<file path="config.mk">
export PLATFORM = sky130hd
export DESIGN_NAME = line_raster_interpolate_unit
export DESIGN_NICKNAME = d
export VERILOG_FILES = /design/src/rtl/lri_pkg.sv /design/src/rtl/lri_ctrl.sv /design/src/rtl/lri_dp.sv /design/src/rtl/line_raster_interpolate_unit.sv
export SDC_FILE = /design/constraint.sdc
export NUM_CORES = 1
export LEC_CHECK = 0
export BUFFER_PORTS_ARGS = -buffer_cell sky130_fd_sc_hd__buf_2
export CORE_ASPECT_RATIO = 1.25
export CORE_UTILIZATION = 50
export DETAILED_ROUTE_END_ITERATION = 8
export HOLD_SLACK_MARGIN = 0.12
export PLACE_DENSITY = 0.7
export SKIP_CTS_REPAIR_TIMING = 1
export SLEW_MARGIN = 0
export SYNTH_ARGS = -nofsm -noshare
export SYNTH_HDL_FRONTEND = slang
export SYNTH_SLANG_ARGS = --single-unit
</file>
<file path="constraint.sdc">
create_clock -name i_clk -period 24.2 [get_ports i_clk]
set_input_delay 2.42 -clock i_clk [delete_from_list [all_inputs] [get_ports i_clk]]
set_output_delay 2.42 -clock i_clk [all_outputs]
set_load 0.05 [all_outputs]
</file>
<file path="src/rtl/lri_pkg.sv">
// Shared types and constants for the line raster interpolate block.
// Used by lri_ctrl, lri_dp and the top level; depends on nothing.
`default_nettype none

package lri_pkg;

    // Dash pattern: a period of 8 pixels along the major axis, the first 4 drawn
    localparam int DASH_PERIOD_W = 3;
    localparam int DASH_ON       = 4;

    typedef enum logic [1:0] {
        S_IDLE,
        S_SETUP,
        S_WALK,
        S_END
    } t_lri_state;

    // Controller to datapath
    typedef struct packed {
        logic load;       // capture the end points of an accepted beat
        logic setup;      // pick the major axis, swap, form the spans
        logic step;       // advance one major coordinate
        logic emit;       // load the current walk pixel into the output register
        logic emit_last;  // load the end point pixel, with last set
    } t_lri_cmd;

    // Datapath to controller
    typedef struct packed {
        logic at_end;     // walk has reached the end point
        logic keep;       // current walk pixel lies in a drawn dash
        logic out_free;   // output register can take a pixel this cycle
    } t_lri_sts;

endpackage

`default_nettype wire

</file>
<file path="src/rtl/lri_ctrl.sv">
// Controller state machine for the line raster interpolate block.
// Depends on lri_pkg; drives the datapath lri_dp through t_lri_cmd.
`default_nettype none

module lri_ctrl
    import lri_pkg::*;
(
    input  wire logic     i_clk,
    input  wire logic     i_rst_n,
    input  wire logic     i_in_valid,
    output logic          o_in_ready,
    input  wire t_lri_sts i_sts,
    output t_lri_cmd      o_cmd
);

    t_lri_state r_state;
    t_lri_state n_state;

    always_ff @(posedge i_clk) begin
        if (!i_rst_n) begin
            r_state <= S_IDLE;
        end else begin
            r_state <= n_state;
        end
    end

    always_comb begin
        n_state = r_state;
        case (r_state)
            S_IDLE: begin
                if (i_in_valid) begin
                    n_state = S_SETUP;
                end
            end
            S_SETUP: begin
                n_state = S_WALK;
            end
            S_WALK: begin
                if (i_sts.at_end) begin
                    n_state = S_END;
                end
            end
            S_END: begin
                if (i_sts.out_free) begin
                    n_state = S_IDLE;
                end
            end
            default: begin
                n_state = S_IDLE;
            end
        endcase
    end

    always_comb begin
        o_in_ready = 1'b0;
        o_cmd      = '0;
        case (r_state)
            S_IDLE: begin
                o_in_ready = 1'b1;
                o_cmd.load = i_in_valid;
            end
            S_SETUP: begin
                o_cmd.setup = 1'b1;
            end
            S_WALK: begin
                // drop pixels in a dash gap without waiting on the output side
                if (!i_sts.at_end) begin
                    if (!i_sts.keep) begin
                        o_cmd.step = 1'b1;
                    end else if (i_sts.out_free) begin
                        o_cmd.step = 1'b1;
                        o_cmd.emit = 1'b1;
                    end
                end
            end
            S_END: begin
                o_cmd.emit_last = i_sts.out_free;
            end
            default: begin
                o_cmd = '0;
            end
        endcase
    end

    a_walk_to_end: assert property (@(posedge i_clk) disable iff (!i_rst_n)
        (r_state == S_WALK && i_sts.at_end) |=> (r_state == S_END))
        else $error("walk did not close at the end point");

    a_end_emits_once: assert property (@(posedge i_clk) disable iff (!i_rst_n)
        o_cmd.emit_last |=> (r_state == S_IDLE && !o_cmd.emit_last))
        else $error("end point emitted more than once");

    a_no_step_at_end: assert property (@(posedge i_clk) disable iff (!i_rst_n)
        (o_cmd.step || o_cmd.emit) |-> (r_state == S_WALK && !i_sts.at_end))
        else $error("walk advanced past the end point");

endmodule

`default_nettype wire

</file>
<file path="src/rtl/lri_dp.sv">
// Datapath for the line raster interpolate block: end point registers, the
// incremental minor axis walk, address multiply and output register. Uses lri_pkg.
`default_nettype none

module lri_dp
    import lri_pkg::*;
#(
    parameter int COORD_RANGE = 64
) (
    input  wire logic                          i_clk,
    input  wire logic                          i_rst_n,
    input  wire logic                          i_cfg_wr_en,
    input  wire logic [$clog2(COORD_RANGE):0]  i_cfg_wr_data,
    input  wire logic [$clog2(COORD_RANGE)-1:0] i_x_start,
    input  wire logic [$clog2(COORD_RANGE)-1:0] i_y_start,
    input  wire logic [$clog2(COORD_RANGE)-1:0] i_x_end,
    input  wire logic [$clog2(COORD_RANGE)-1:0] i_y_end,
    input  wire logic                          i_dashed,
    input  wire t_lri_cmd                      i_cmd,
    output t_lri_sts                           o_sts,
    input  wire logic                          i_out_ready,
    output logic                               o_out_valid,
    output logic [$clog2(COORD_RANGE)-1:0]     o_pixel_x,
    output logic [$clog2(COORD_RANGE)-1:0]     o_pixel_y,
    output logic [2*$clog2(COORD_RANGE)-1:0]   o_pixel_address,
    output logic                               o_last
);

    localparam int CW = $clog2(COORD_RANGE);
    localparam int WW = CW + 1;
    localparam int AW = 2 * CW;
    localparam int MW = (CW < DASH_PERIOD_W) ? DASH_PERIOD_W : CW;

    logic [WW-1:0] r_width;

    logic [CW-1:0] r_xs, r_ys, r_xe, r_ye;
    logic          r_dashed;

    logic          r_along_x;
    logic          r_neg;
    logic [CW-1:0] r_me, r_ns, r_ne;
    logic [CW-1:0] r_major, r_abs_span;
    logic [CW-1:0] r_m, r_acc, r_q;

    logic          r_out_valid;
    logic [CW-1:0] r_px, r_py;
    logic [AW-1:0] r_addr;
    logic          r_last;

    // setup
    logic [CW-1:0] adx, ady;
    logic          along_x;
    logic [CW-1:0] a_ms, a_me, a_ns, a_ne;
    logic          swap;
    logic [CW-1:0] s_ms, s_me, s_ns, s_ne;

    // walk
    logic [CW:0]   acc_sum;
    logic          wrap;
    logic [CW-1:0] n_acc, n_q;
    logic [CW-1:0] cur_n;
    logic [MW-1:0] m_ext;

    // output
    logic [CW-1:0] sel_x, sel_y;
    logic [AW:0]   prod;
    logic [AW:0]   addr_sum;
    logic          out_free;

    always_ff @(posedge i_clk) begin
        if (!i_rst_n) begin
            r_width <= WW'(COORD_RANGE);
        end else if (i_cfg_wr_en) begin
            r_width <= i_cfg_wr_data;
        end
    end

    always_comb begin
        adx     = (r_xe > r_xs) ? (r_xe - r_xs) : (r_xs - r_xe);
        ady     = (r_ye > r_ys) ? (r_ye - r_ys) : (r_ys - r_ye);
        along_x = adx > ady;
        a_ms    = along_x ? r_xs : r_ys;
        a_me    = along_x ? r_xe : r_ye;
        a_ns    = along_x ? r_ys : r_xs;
        a_ne    = along_x ? r_ye : r_xe;
        // walk upward along the major axis
        swap    = a_ms > a_me;
        s_ms    = swap ? a_me : a_ms;
        s_me    = swap ? a_ms : a_me;
        s_ns    = swap ? a_ne : a_ns;
        s_ne    = swap ? a_ns : a_ne;
    end

    // Quotient and remainder of offset * |minor span| / major span, kept
    // incrementally; |minor span| <= major span, so one subtract per step.
    always_comb begin
        acc_sum = {1'b0, r_acc} + {1'b0, r_abs_span};
        wrap    = acc_sum >= {1'b0, r_major};
        n_acc   = wrap ? CW'(acc_sum - {1'b0, r_major}) : CW'(acc_sum);
        n_q     = r_q + CW'(wrap);
        // truncation toward zero: negate the magnitude quotient
        cur_n   = r_neg ? (r_ns - r_q) : (r_ns + r_q);
        m_ext   = MW'(r_m);
    end

    always_ff @(posedge i_clk) begin
        if (i_cmd.load) begin
            r_xs     <= i_x_start;
            r_ys     <= i_y_start;
            r_xe     <= i_x_end;
            r_ye     <= i_y_end;
            r_dashed <= i_dashed;
        end
    end

    always_ff @(posedge i_clk) begin
        if (!i_rst_n) begin
            r_major <= '0;
            r_acc   <= '0;
            r_q     <= '0;
        end else if (i_cmd.setup) begin
            r_major <= s_me - s_ms;
            r_acc   <= '0;
            r_q     <= '0;
        end else if (i_cmd.step) begin
            r_acc   <= n_acc;
            r_q     <= n_q;
        end
    end

    always_ff @(posedge i_clk) begin
        if (i_cmd.setup) begin
            r_along_x  <= along_x;
            r_m        <= s_ms;
            r_me       <= s_me;
            r_ns       <= s_ns;
            r_ne       <= s_ne;
            r_neg      <= s_ns > s_ne;
            r_abs_span <= (s_ns > s_ne) ? (s_ns - s_ne) : (s_ne - s_ns);
        end else if (i_cmd.step) begin
            r_m        <= r_m + CW'(1);
        end
    end

    always_comb begin
        if (i_cmd.emit_last) begin
            sel_x = r_along_x ? r_me : r_ne;
            sel_y = r_along_x ? r_ne : r_me;
        end else begin
            sel_x = r_along_x ? r_m : cur_n;
            sel_y = r_along_x ? cur_n : r_m;
        end
        prod     = (AW+1)'(sel_y) * (AW+1)'(r_width);
        addr_sum = prod + (AW+1)'(sel_x);
    end

    assign out_free = !r_out_valid || i_out_ready;

    always_ff @(posedge i_clk) begin
        if (!i_rst_n) begin
            r_out_valid <= 1'b0;
        end else if (i_cmd.emit || i_cmd.emit_last) begin
            r_out_valid <= 1'b1;
        end else if (i_out_ready) begin
            r_out_valid <= 1'b0;
        end
    end

    always_ff @(posedge i_clk) begin
        if (i_cmd.emit || i_cmd.emit_last) begin
            r_px   <= sel_x;
            r_py   <= sel_y;
            r_addr <= addr_sum[AW-1:0];
            r_last <= i_cmd.emit_last;
        end
    end

    assign o_sts.at_end     = r_m == r_me;
    assign o_sts.keep       = !r_dashed || (m_ext[DASH_PERIOD_W-1:0] < DASH_PERIOD_W'(DASH_ON));
    assign o_sts.out_free   = out_free;

    assign o_out_valid      = r_out_valid;
    assign o_pixel_x        = r_px;
    assign o_pixel_y        = r_py;
    assign o_pixel_address  = r_addr;
    assign o_last           = r_last;

    a_rem_below_major: assert property (@(posedge i_clk) disable iff (!i_rst_n)
        (r_major != '0) |-> (r_acc < r_major))
        else $error("walk remainder reached the major span");

    a_emit_when_free: assert property (@(posedge i_clk) disable iff (!i_rst_n)
        (i_cmd.emit || i_cmd.emit_last) |-> out_free)
        else $error("pixel loaded over an untaken beat");

    a_quot_bounded: assert property (@(posedge i_clk) disable iff (!i_rst_n)
        i_cmd.step |-> (r_q <= r_abs_span))
        else $error("minor offset overran the minor span");

endmodule

`default_nettype wire

</file>
<file path="src/rtl/line_raster_interpolate_unit.sv">
// Line raster interpolate unit: one line request in, a run of pixel beats out.
// Top level; instantiates lri_ctrl and lri_dp, uses lri_pkg.
//
// Each input beat carries two end points and a dash flag; the unit returns the
// pixels of the line along its major axis (ties go to y), each with column,
// row and linear address row * image_width + column (wrapped to the address
// width), and closes the run with the end point, marked by tlast. A dashed
// line draws only pixels whose major coordinate mod 8 is below 4; the end
// point is always drawn. A line is accepted, then the axis is picked and the
// ends swapped, then the walk steps along the major axis one coordinate at a
// time (a dropped dash pixel takes a step too, but a kept pixel waits for the
// output side), then the end point is seen reached and is emitted once the
// output side is free. The walk forms the minor coordinate with one add and
// compare per step. Lines are handled one at a time; the next request is
// taken as soon as the end point sits in the output register.
`default_nettype none

module line_raster_interpolate_unit
    import lri_pkg::*;
#(
    parameter int COORD_RANGE = 64
) (
    input  wire logic                                    i_clk,
    input  wire logic                                    i_rst_n,
    // image_width
    input  wire logic                                    i_cfg_wr_en,
    input  wire logic [$clog2(COORD_RANGE):0]            i_cfg_wr_data,
    // request stream
    input  wire logic                                    s_axis_tvalid,
    output logic                                         s_axis_tready,
    // x_start, y_start, x_end, y_end from the lowest bit up, zero padded
    input  wire logic [((4*$clog2(COORD_RANGE)+7)/8)*8-1:0] s_axis_tdata,
    // dashed
    input  wire logic                                    s_axis_tuser,
    // pixel stream
    output logic                                         m_axis_tvalid,
    input  wire logic                                    m_axis_tready,
    // pixel_x, pixel_y, pixel_address from the lowest bit up, zero padded
    output logic [((4*$clog2(COORD_RANGE)+7)/8)*8-1:0]   m_axis_tdata,
    output logic                                         m_axis_tlast
);

    localparam int CW    = $clog2(COORD_RANGE);
    localparam int AW    = 2 * CW;
    localparam int DW    = ((4 * CW + 7) / 8) * 8;

    t_lri_cmd      cmd;
    t_lri_sts      sts;
    logic [CW-1:0] pixel_x, pixel_y;
    logic [AW-1:0] pixel_address;

    lri_ctrl u_ctrl (
        .i_clk      (i_clk),
        .i_rst_n    (i_rst_n),
        .i_in_valid (s_axis_tvalid),
        .o_in_ready (s_axis_tready),
        .i_sts      (sts),
        .o_cmd      (cmd)
    );

    lri_dp #(
        .COORD_RANGE (COORD_RANGE)
    ) u_dp (
        .i_clk           (i_clk),
        .i_rst_n         (i_rst_n),
        .i_cfg_wr_en     (i_cfg_wr_en),
        .i_cfg_wr_data   (i_cfg_wr_data),
        .i_x_start       (s_axis_tdata[CW-1:0]),
        .i_y_start       (s_axis_tdata[2*CW-1:CW]),
        .i_x_end         (s_axis_tdata[3*CW-1:2*CW]),
        .i_y_end         (s_axis_tdata[4*CW-1:3*CW]),
        .i_dashed        (s_axis_tuser),
        .i_cmd           (cmd),
        .o_sts           (sts),
        .i_out_ready     (m_axis_tready),
        .o_out_valid     (m_axis_tvalid),
        .o_pixel_x       (pixel_x),
        .o_pixel_y       (pixel_y),
        .o_pixel_address (pixel_address),
        .o_last          (m_axis_tlast)
    );

    assign m_axis_tdata = DW'({pixel_address, pixel_y, pixel_x});

endmodule

`default_nettype wire
</file>
; Yosys cells after proc, flatten, opt, wreduce, memory -nomap -nowiden
; Index checks and enable logic that the tools add are counted.
[word_totals]
latch_bits = 0
output_inout_bits = 27
mem_bits_rw = 0
register_bits = 110
rom_bits = 0
n_memories = 0
[classes]
mux = 36
mul = 1
n_shift = 0
bitwise = 1
n_eq_ne = 7
n_addsub = 14
div = 0
magnitude_cmp = 7
n_reduce_logical = 10
[op_table]
columns = op, count
row1 = $mux W6, 21
row2 = $sub A6 B6 Y6, 9
row3 = $gt A6 B6 Y1, 5
row4 = $add A12 B6 Y12, 1
row5 = $mul A6 B7 Y12, 1
row6 = $mux W2, 6
row7 = $mux W1, 8
row8 = $pmux W2 S4, 1
row9 = $add A6 B6 Y7, 1
row10 = $ge A7 B6 Y1, 1
row11 = $add A6 B1 Y6, 1
row12 = $add A6 B1 Y6 const B, 1
row13 = $add A6 B6 Y6, 1
row14 = $eq A6 B6 Y1, 1
row15 = $eq A2 B2 Y1 const B, 2
row16 = $ne A2 B1 Y1 const B, 2
row17 = $reduce_bool A2 Y1, 2
row18 = $logic_or A1 B1 Y1, 3
row19 = $lt A3 B3 Y1 const B, 1
row20 = $reduce_and A3 Y1, 1
row21 = $eq A2 B1 Y1 const B, 1
row22 = $logic_not A1 Y1, 2
row23 = $logic_not A2 Y1, 1
row24 = $ne A2 B2 Y1 const B, 1
row25 = other kinds (2), 2

; Logic depth before layout (Yosys ltp)
; Gate-level depths: netlist (run 1).
[depth]
word_depth = 8
ltp_mapped = 46

; Hierarchy
; Synthesis (run 1) repeated with hierarchy kept, for this count alone.
[unflattened]
hier_cells = 898
hier_area_um2 = 8991.1
[modules_own_cells]
columns = module, cells_each, instances, seq_area_each_um2, area_per_inst_um2
row1 = lri_dp, 875, 1, 2982.9, 8773.4
row2 = lri_ctrl, 23, 1, 40.0, 217.7

; Least setup slack after synthesis (run 1)
; OpenSTA, ideal clock, no wires.
[synth_path]
path_type = register to register
from = register u_dp.r_ye[0]
to = register u_dp.r_abs_span[4], data pin
t_required_ns = 23.937
path_stages_with_launch = 44
arrival_ns = 7.976
n_path_buf = 5
setup_slack_ns = 15.961
path_cell_list = edfxtp_1 -> inv_1 -> ha_1 -> inv_1 -> fa_1 -> a21o_1 -> a21o_1 -> a21o_1 -> a21oi_1 -> a31oi_1 -> mux2i_1 -> a221o_1 -> nand2_1 -> o21bai_1 -> xnor2_1 -> ha_1 -> and4_1 -> o21ai_0 -> [... 8 more ...] -> o211ai_1 -> a31oi_1 -> a211oi_2 -> or2_2 -> buf_2 -> clkbuf_1 -> nand2_1 -> o21ai_0 -> mux2i_1 -> inv_1 -> fa_1 -> a21o_1 -> a21oi_1 -> nor3_1 -> o31a_1 -> buf_6 -> mux2i_1 -> xor2_1
[synth_between]
elab_chain_len = 8
[synth_rtl]
columns = item, line_no
row1 = start: declaration, lri_dp.sv:36  ; logic [CW-1:0] r_xs, r_ys, r_xe, r_ye;
row2 = start signal: assignment, lri_dp.sv:111  ; r_ye <= i_y_end;
row3 = $sub A6 B6 Y6 or $gt A6 B6 Y1 (tied branches), lri_dp.sv:80  ; ady = (r_ye > r_ys) ? (r_ye - r_ys) : (r_ys - r_ye);
row4 = $mux W6, lri_dp.sv:80
row5 = $gt A6 B6 Y1, lri_dp.sv:81  ; along_x = adx > ady;
row6 = $mux W6 (on tied branches), "lri_dp.sv:82, lri_dp.sv:83"
row7 = $gt A6 B6 Y1, lri_dp.sv:87  ; swap = a_ms > a_me;
row8 = $mux W6 *, lri_dp.sv:91  ; s_ne = swap ? a_ns : a_ne;
row9 = via u_dp.s_ne[1], lri_dp.sv:55  ; logic [CW-1:0] s_ms, s_me, s_ns, s_ne;
row10 = $sub A6 B6 Y6 or $gt A6 B6 Y1 (tied branches), lri_dp.sv:139  ; r_abs_span <= (s_ns > s_ne) ? (s_ns - s_ne) : (s_ne - s_ns);
row11 = $mux W6 *, lri_dp.sv:139
row12 = end signal: assignment, lri_dp.sv:139
row13 = end: declaration, lri_dp.sv:42  ; logic [CW-1:0] r_major, r_abs_span;
; The timed path passes the listed nets; every way through them passes the cells marked *.
; A chain may end at the register's enable or synchronous reset.

; Worst setup path in the final report (run 1)
[layout_path]
from = register u_dp.r_ye[0]
to = register u_dp.r_abs_span[5], data pin
; The elaborated chain is that of the path after synthesis.

==> results.cfg, run 1 <==
[clock_tree]
cts_tree = done
cts_buffers = 9
insertion_delay_ns = 0.36
clockBufferDepth = 2
cts_sinks = 110
clkTransAtPathRegs_ns = 0.07
htreeDepth = 3
cts_root_buffer = clkbuf_16

[timing]
fin_crit_sh_pct = 41.6
setup_viol = 0
rsz0062_at_grt = no
worst_slew_pin_slew_ns = 1.06
timing.final.ws_setup_ns = 14.14
final.setup.tns_ns = 0
finalClockSkew_ns = 0.0106
maxSlewViolCount = 0
hold_viol_final = 0
relSlewSlack_pct = 29.0
clock.fmax_mhz = 99.4
fin_crit_ns = 10.06

[status]
outcome = finished, final reports clean

[placement]
preCtsSetupSlack_ns = 14.28
io_buffer_count = 63
dp_cells = 1186
globalplace.congestion = 0.899
dpl.hpwl_um = 15700

[global_route]
gr-usage-all-layers_pct = 22.1
grt_max_degree = 53
antenna_found_initial = 0
grt_first_pass_wirelength_um = 31600
grt.overflow.total = 0
grt_pass1_vias = 6380

[critical_path]
worstPathArrival_ns = 10.16
critPathMaxFanout = 52
critPathMaxStageDelay_ns = 0.82
path_class = reg2reg
end_kind = flop
crit_required_ns = 24.30
crit_slowest_cell = or2_2
start_kind = flop

[die]
rows = 54
die_w_um = 122
start_util_pct = 51.3
ios = 64
coreArea_um2 = 17500
dieArea_um2 = 18500
fp.dieH_um = 152

[route]
drc_errors = 0
drt_iter0_drc = 382
drt-total-wl_um = 19800
first_pass_iters = 5
viasPerCell = 5.50
final_antenna_net_count = 0
vias = 6612
wl_per_cell_um = 16.5

[synthesis]
ys_seq_area_share_pct = 33.7
ys_warn_count = 0
synthArstFlopShare_pct = 0
synth_flop_cell = edfxtp_1
synth.distinct_cells = 64
synth_edf_count = 82
avgSynthCellArea_um2 = 9.73
synth_area_um2 = 8980
synth-seq-cells = 110
synthCells = 923
syn-num-nets = 1090

[min_path]
worstHoldPathType = reg2reg

[finish]
antenna_cells = 0
final_cells = 1202
syn2layout_area_growth_pct = 8.86
drive_gt1_share_pct = 10.5
layout.nets = 1140

[run]
cap_violations = 0
-- critical path: cells and delay by family, from the launching register on --
| kind | cells | cell delay [ns] |
|---|---|---|
| xor gates and xnor gates | 2 | 0.28 |
| muxes | 3 | 0.81 |
| DFF | 1 | 0.39 |
| and+or+nand+nor | 5 | 1.42 |
| buffers and inverters | 6 | 1.19 |
| adders and majority gates | 5 | 1.57 |
| AOI/OAI and AO/OA | 16 | 4.11 |
-- final cells by class --
type / instances / area, µm²
tap: 224 / 280
fill: 1563 / 7720
inverter: 109 / 409
clock inverter: 4 / 27.5
clock buffer: 12 / 262
sequential: 110 / 3020
multi-input combinational: 674 / 5420
timing repair buffer: 69 / 360
-- sequential cells by signal, indices dropped and copies added, names as in the netlist --
signal / flops
u_dp.r_width: 7
u_dp.o_last: 1
u_dp.r_dashed: 1
u_dp.r_ns: 6
u_dp.r_major: 6
u_dp.r_along_x: 1
u_dp.r_acc: 6
u_dp.r_me: 6
u_dp.r_ye: 6
u_dp.r_abs_span: 6
u_dp.m_ext: 6
u_dp.o_pixel_y: 6
u_dp.r_ys: 6
u_dp.r_xs: 6
u_dp.r_q: 6
u_dp.r_ne: 6
u_dp.o_pixel_x: 6
u_dp.o_pixel_address: 12
u_dp.r_neg: 1
u_dp.r_xe: 6
u_ctrl.r_state: 2
u_dp.o_out_valid: 1
-- layer usage --
layer	share of wire (%)	GRT usage, %	vias to the layer above
met1	41	26.2	3129
met3	4.2	3.19	36
li1	-	-	3282
met5	0	0	-
met4	3.2	8.52	0
met2	52	39.6	165
-- cell usage after synthesis (5+ instances only) --
cell type | instances | share of area, %
nand2b_1 | 7 | 0.49
nand2_1 | 77 | 3.2
dfxtp_1 | 28 | 6.2
ha_1 | 98 | 14
o21bai_1 | 9 | 0.75
nand3_1 | 6 | 0.33
xor2_1 | 25 | 2.4
o21ai_0 | 40 | 2.2
nor2b_1 | 8 | 0.56
edfxtp_1 | 82 | 27
mux2i_1 | 70 | 7.8
a31oi_1 | 6 | 0.42
nand4_1 | 6 | 0.42
a21oi_1 | 54 | 3.0
a211oi_1 | 9 | 0.75
fa_1 | 32 | 7.1
clkbuf_1 | 15 | 0.63
buf_1 | 6 | 0.25
nor2_1 | 66 | 2.8
buf_2 | 6 | 0.33
o211ai_1 | 11 | 0.92
xnor2_1 | 35 | 3.4
a21o_1 | 27 | 2.3
and2_1 | 26 | 1.8
and3_1 | 5 | 0.35
inv_1 | 106 | 4.4
-- metrics by stage --
step                cell area, µm²  utilization [%]  hold WS [ns]
floorplan                     8980                -         0.451
global placement              9490             54.2         0.463
detailed placement            9490             54.2         0.472
CTS                           9780             55.9         0.484
global route                  9780             55.9         0.512
finish                        9780             55.9         0.480
-- worst paths after layout --
path	start	end	slack, ns	cells after the start
worst max-delay path	u_dp.r_ye[0]	u_dp.r_abs_span[5]	14.14	37
worst min-delay path	u_dp.r_acc[5]	u_dp.r_acc[5]	0.48	2
worst min register to register	u_dp.r_acc[5]	u_dp.r_acc[5]	0.48	2
worst max register to register	u_dp.r_ye[0]	u_dp.r_abs_span[5]	14.14	37
-- layout by cell type, fill, tap and decap left out, types with 6 or more instances in the layout --
| master | n |
|---|---|
| inv_1 | 106 |
| ha_1 | 97 |
| edfxtp_1 | 82 |
| nand2_1 | 77 |
| mux2i_1 | 70 |
| nor2_1 | 65 |
| buf_2 | 63 |
| a21oi_1 | 54 |
| o21ai_0 | 40 |
| xnor2_1 | 35 |
| fa_1 | 32 |
| dfxtp_1 | 28 |
| a21o_1 | 27 |
| and2_1 | 26 |
| xor2_1 | 25 |
| o211ai_1 | 11 |
| clkbuf_16 | 10 |
| o21bai_1 | 9 |
| a211oi_1 | 9 |
| nor2b_1 | 8 |
| nand2b_1 | 7 |
| nand4_1 | 6 |
| a31oi_1 | 6 |
| nand3_1 | 6 |
| buf_4 | 6 |
-- kinds of logic after synthesis --
| family | after synthesis | synth area share (%) |
|---|---|---|
| muxes | 76 | 8.60 |
| DFF | 110 | 33.7 |
| and+or+nand+nor | 220 | 11.5 |
| AOI/OAI and AO/OA | 181 | 12.7 |
| adders and majority gates | 137 | 21.6 |
| xor gates and xnor gates | 60 | 5.85 |
| buffers and inverters | 139 | 6.10 |
Power of run 1 is not shown: default switching activity piles up to over one toggle a cycle in this logic, so the estimate is an artifact.
==> run 2: changes to the inputs <==
Settings changed: ABC_AREA set to 1.
Clock period 24.2 ns to 9.3 ns, I/O delays scaled along.
==> results.cfg, run 2 <==
[status]
outcome = finished, final reports clean

[run]
cap_violations = 0

[route]
final_antenna_net_count = 0
drc_errors = 0
first_pass_iters = 5
vias = 7140
viasPerCell = 5.26
drt_iter0_drc = 386
drt-total-wl_um = 19600
wl_per_cell_um = 14.5

[critical_path]
cp_common_cell = inv_1
path_class = reg2reg
critPathMaxFanout = 47
r2r-start = u_dp.r_ye[0]
critPathLaunch = u_dp.r_ye[0]
crit_required_ns = 9.43
worstPathArrival_ns = 7.37
crit_slowest_cell = o22ai_1
r2r_setup_slack_ns = 2.06
reg2reg_depth = 35
start_kind = flop
critPathMaxStageDelay_ns = 0.49
end_kind = flop
crit_end = u_dp.r_abs_span[5]
r2r-end = u_dp.r_abs_span[5]

[finish]
final_common_cell = inv_1
mostFrequentLayoutCells = inv_1, nand2_1, ha_1
num-fill-cells = 1656
antenna_cells = 0
largest_reg_flops = 12
layout.nets = 1295
final_cells = 1357
drive_gt1_share_pct = 11.2
multi_input_area_um2 = 5110
syn2layout_area_growth_pct = 8.84
regArea_um2 = 3020

[clock_tree]
cts_sinks = 110
cts_tree = done
clkTransAtPathRegs_ns = 0.08
htreeDepth = 3
cts_root_buffer = clkbuf_16
insertion_delay_ns = 0.37
cts_buffers = 9
clockBufferDepth = 2

[timing]
worst_slew_pin_slew_ns = 0.934
rsz0062_at_grt = no
final.setup.tns_ns = 0
finalClockSkew_ns = 0.0120
fin_crit_sh_pct = 77.8
maxSlewViolCount = 0
setup_viol = 0
relSlewSlack_pct = 37.6
hold_viol_final = 0
clock.fmax_mhz = 138
fin_crit_ns = 7.24

[synthesis]
synth_largest_type_area_fraction_pct = 27.3
synth_area_um2 = 9020
ys_top_cells_by_count = inv_1, nand2_1, ha_1
synth.distinct_cells = 51
synth-seq-cells = 110
synthMostInstantiatedCell = inv_1
synth_area_leader_cell = edfxtp_1
ys_warn_count = 0
synthCells = 1074
yosys-top-cells-area = edfxtp_1, ha_1, inv_1
synth_edf_count = 82
avgSynthCellArea_um2 = 8.40
synth_flop_cell = edfxtp_1
syn-num-nets = 1241
synthArstFlopShare_pct = 0
ys_seq_area_share_pct = 33.5

[min_path]
worstHoldStart = u_dp.r_q[5]
worstHoldPathType = reg2reg

[die]
coreArea_um2 = 17600
start_util_pct = 51.3
die_w_um = 122
rows = 54
dieArea_um2 = 18600
fp.dieH_um = 152
ios = 64

[placement]
globalplace.congestion = 0.909
io_buffer_count = 63
dp_cells = 1341
dpl.hpwl_um = 16200

[global_route]
grt_pass1_vias = 7054
grt.overflow.total = 0
grt_max_degree = 48
grt_first_pass_wirelength_um = 33000
antenna_found_initial = 0
gr-usage-all-layers_pct = 22.8
## run 2: cell types whose count changed after synthesis, moves of 9 or more
cell	change
nor2_1	-9
mux2i_1	-63
nand2_2	+16
xnor2_1	-23
nand3_1	+26
a21o_1	-25
inv_1	+95
o21ai_1	+15
o211ai_1	+9
nand2_1	+120
xor2_1	+10
and2_1	-25
o21ai_0	+48
## run 2: final cells by class
type	count	share of cell area, %
inverters	204	7.80
repair buffers	67	3.52
well taps	224	2.85
multi-input cells	736	52.1
clock inverters	7	0.663
flip-flops and latches	110	30.8
clock buffers	9	2.29
## run 2: through the flow
stage	util (%)	hold slack (ns)	cell area [µm²]	worst slack, ns
global placement	54.2	0.462	9530	2.25
global route	55.9	0.504	9820	1.35
detailed placement	54.2	0.474	9530	2.11
floorplan	-	0.451	9020	2.11
finish	55.9	0.483	9820	2.06
CTS	55.9	0.485	9820	2.08
## run 2: kinds of logic (layout without fill, tap and decap cells)
group,count (synthesis),in the layout,synth area share (%)
mux,8,8,0.902
flops,110,110,33.5
compound gates,215,215,13.6
fa+ha+maj,130,130,20.7
xor+xnor,47,47,4.56
simple gates,336,336,16.8
buf+inv,228,287,9.85
## run 2: worst max-delay path: cells and delay by family, from the launching register on
kind	cells	cell delay, ns
compound gates	9	2.00
fa+ha+maj	5	1.64
mux	1	0.40
buf+inv	5	0.40
flops	1	0.42
xor+xnor	1	0.14
simple gates	14	1.97
## run 2: how the worst min path moves through the flow
stage / endpoint / slack, ns / cells past startpoint
2_1_floorplan: u_dp.r_q[5] / 0.45 / 2
3_3_place_gp: u_dp.r_q[5] / 0.46 / 2
3_5_place_dp: u_dp.r_q[5] / 0.47 / 2
4_1_cts: u_dp.r_q[5] / 0.49 / 2
5_1_grt: u_dp.r_q[5] / 0.50 / 2
6_report: u_dp.r_q[5] / 0.48 / 2
## run 2: metal layers
layer / global-route usage (%) / wire (µm) / up-vias
met5: 0 / 0 / -
met4: 12.3 / 813 / 0
met3: 2.58 / 535 / 43
met2: 41.7 / 10400 / 138
met1: 25.1 / 7900 / 3319
li1: - / - / 3640
Power of run 2 is left out for the same reason.
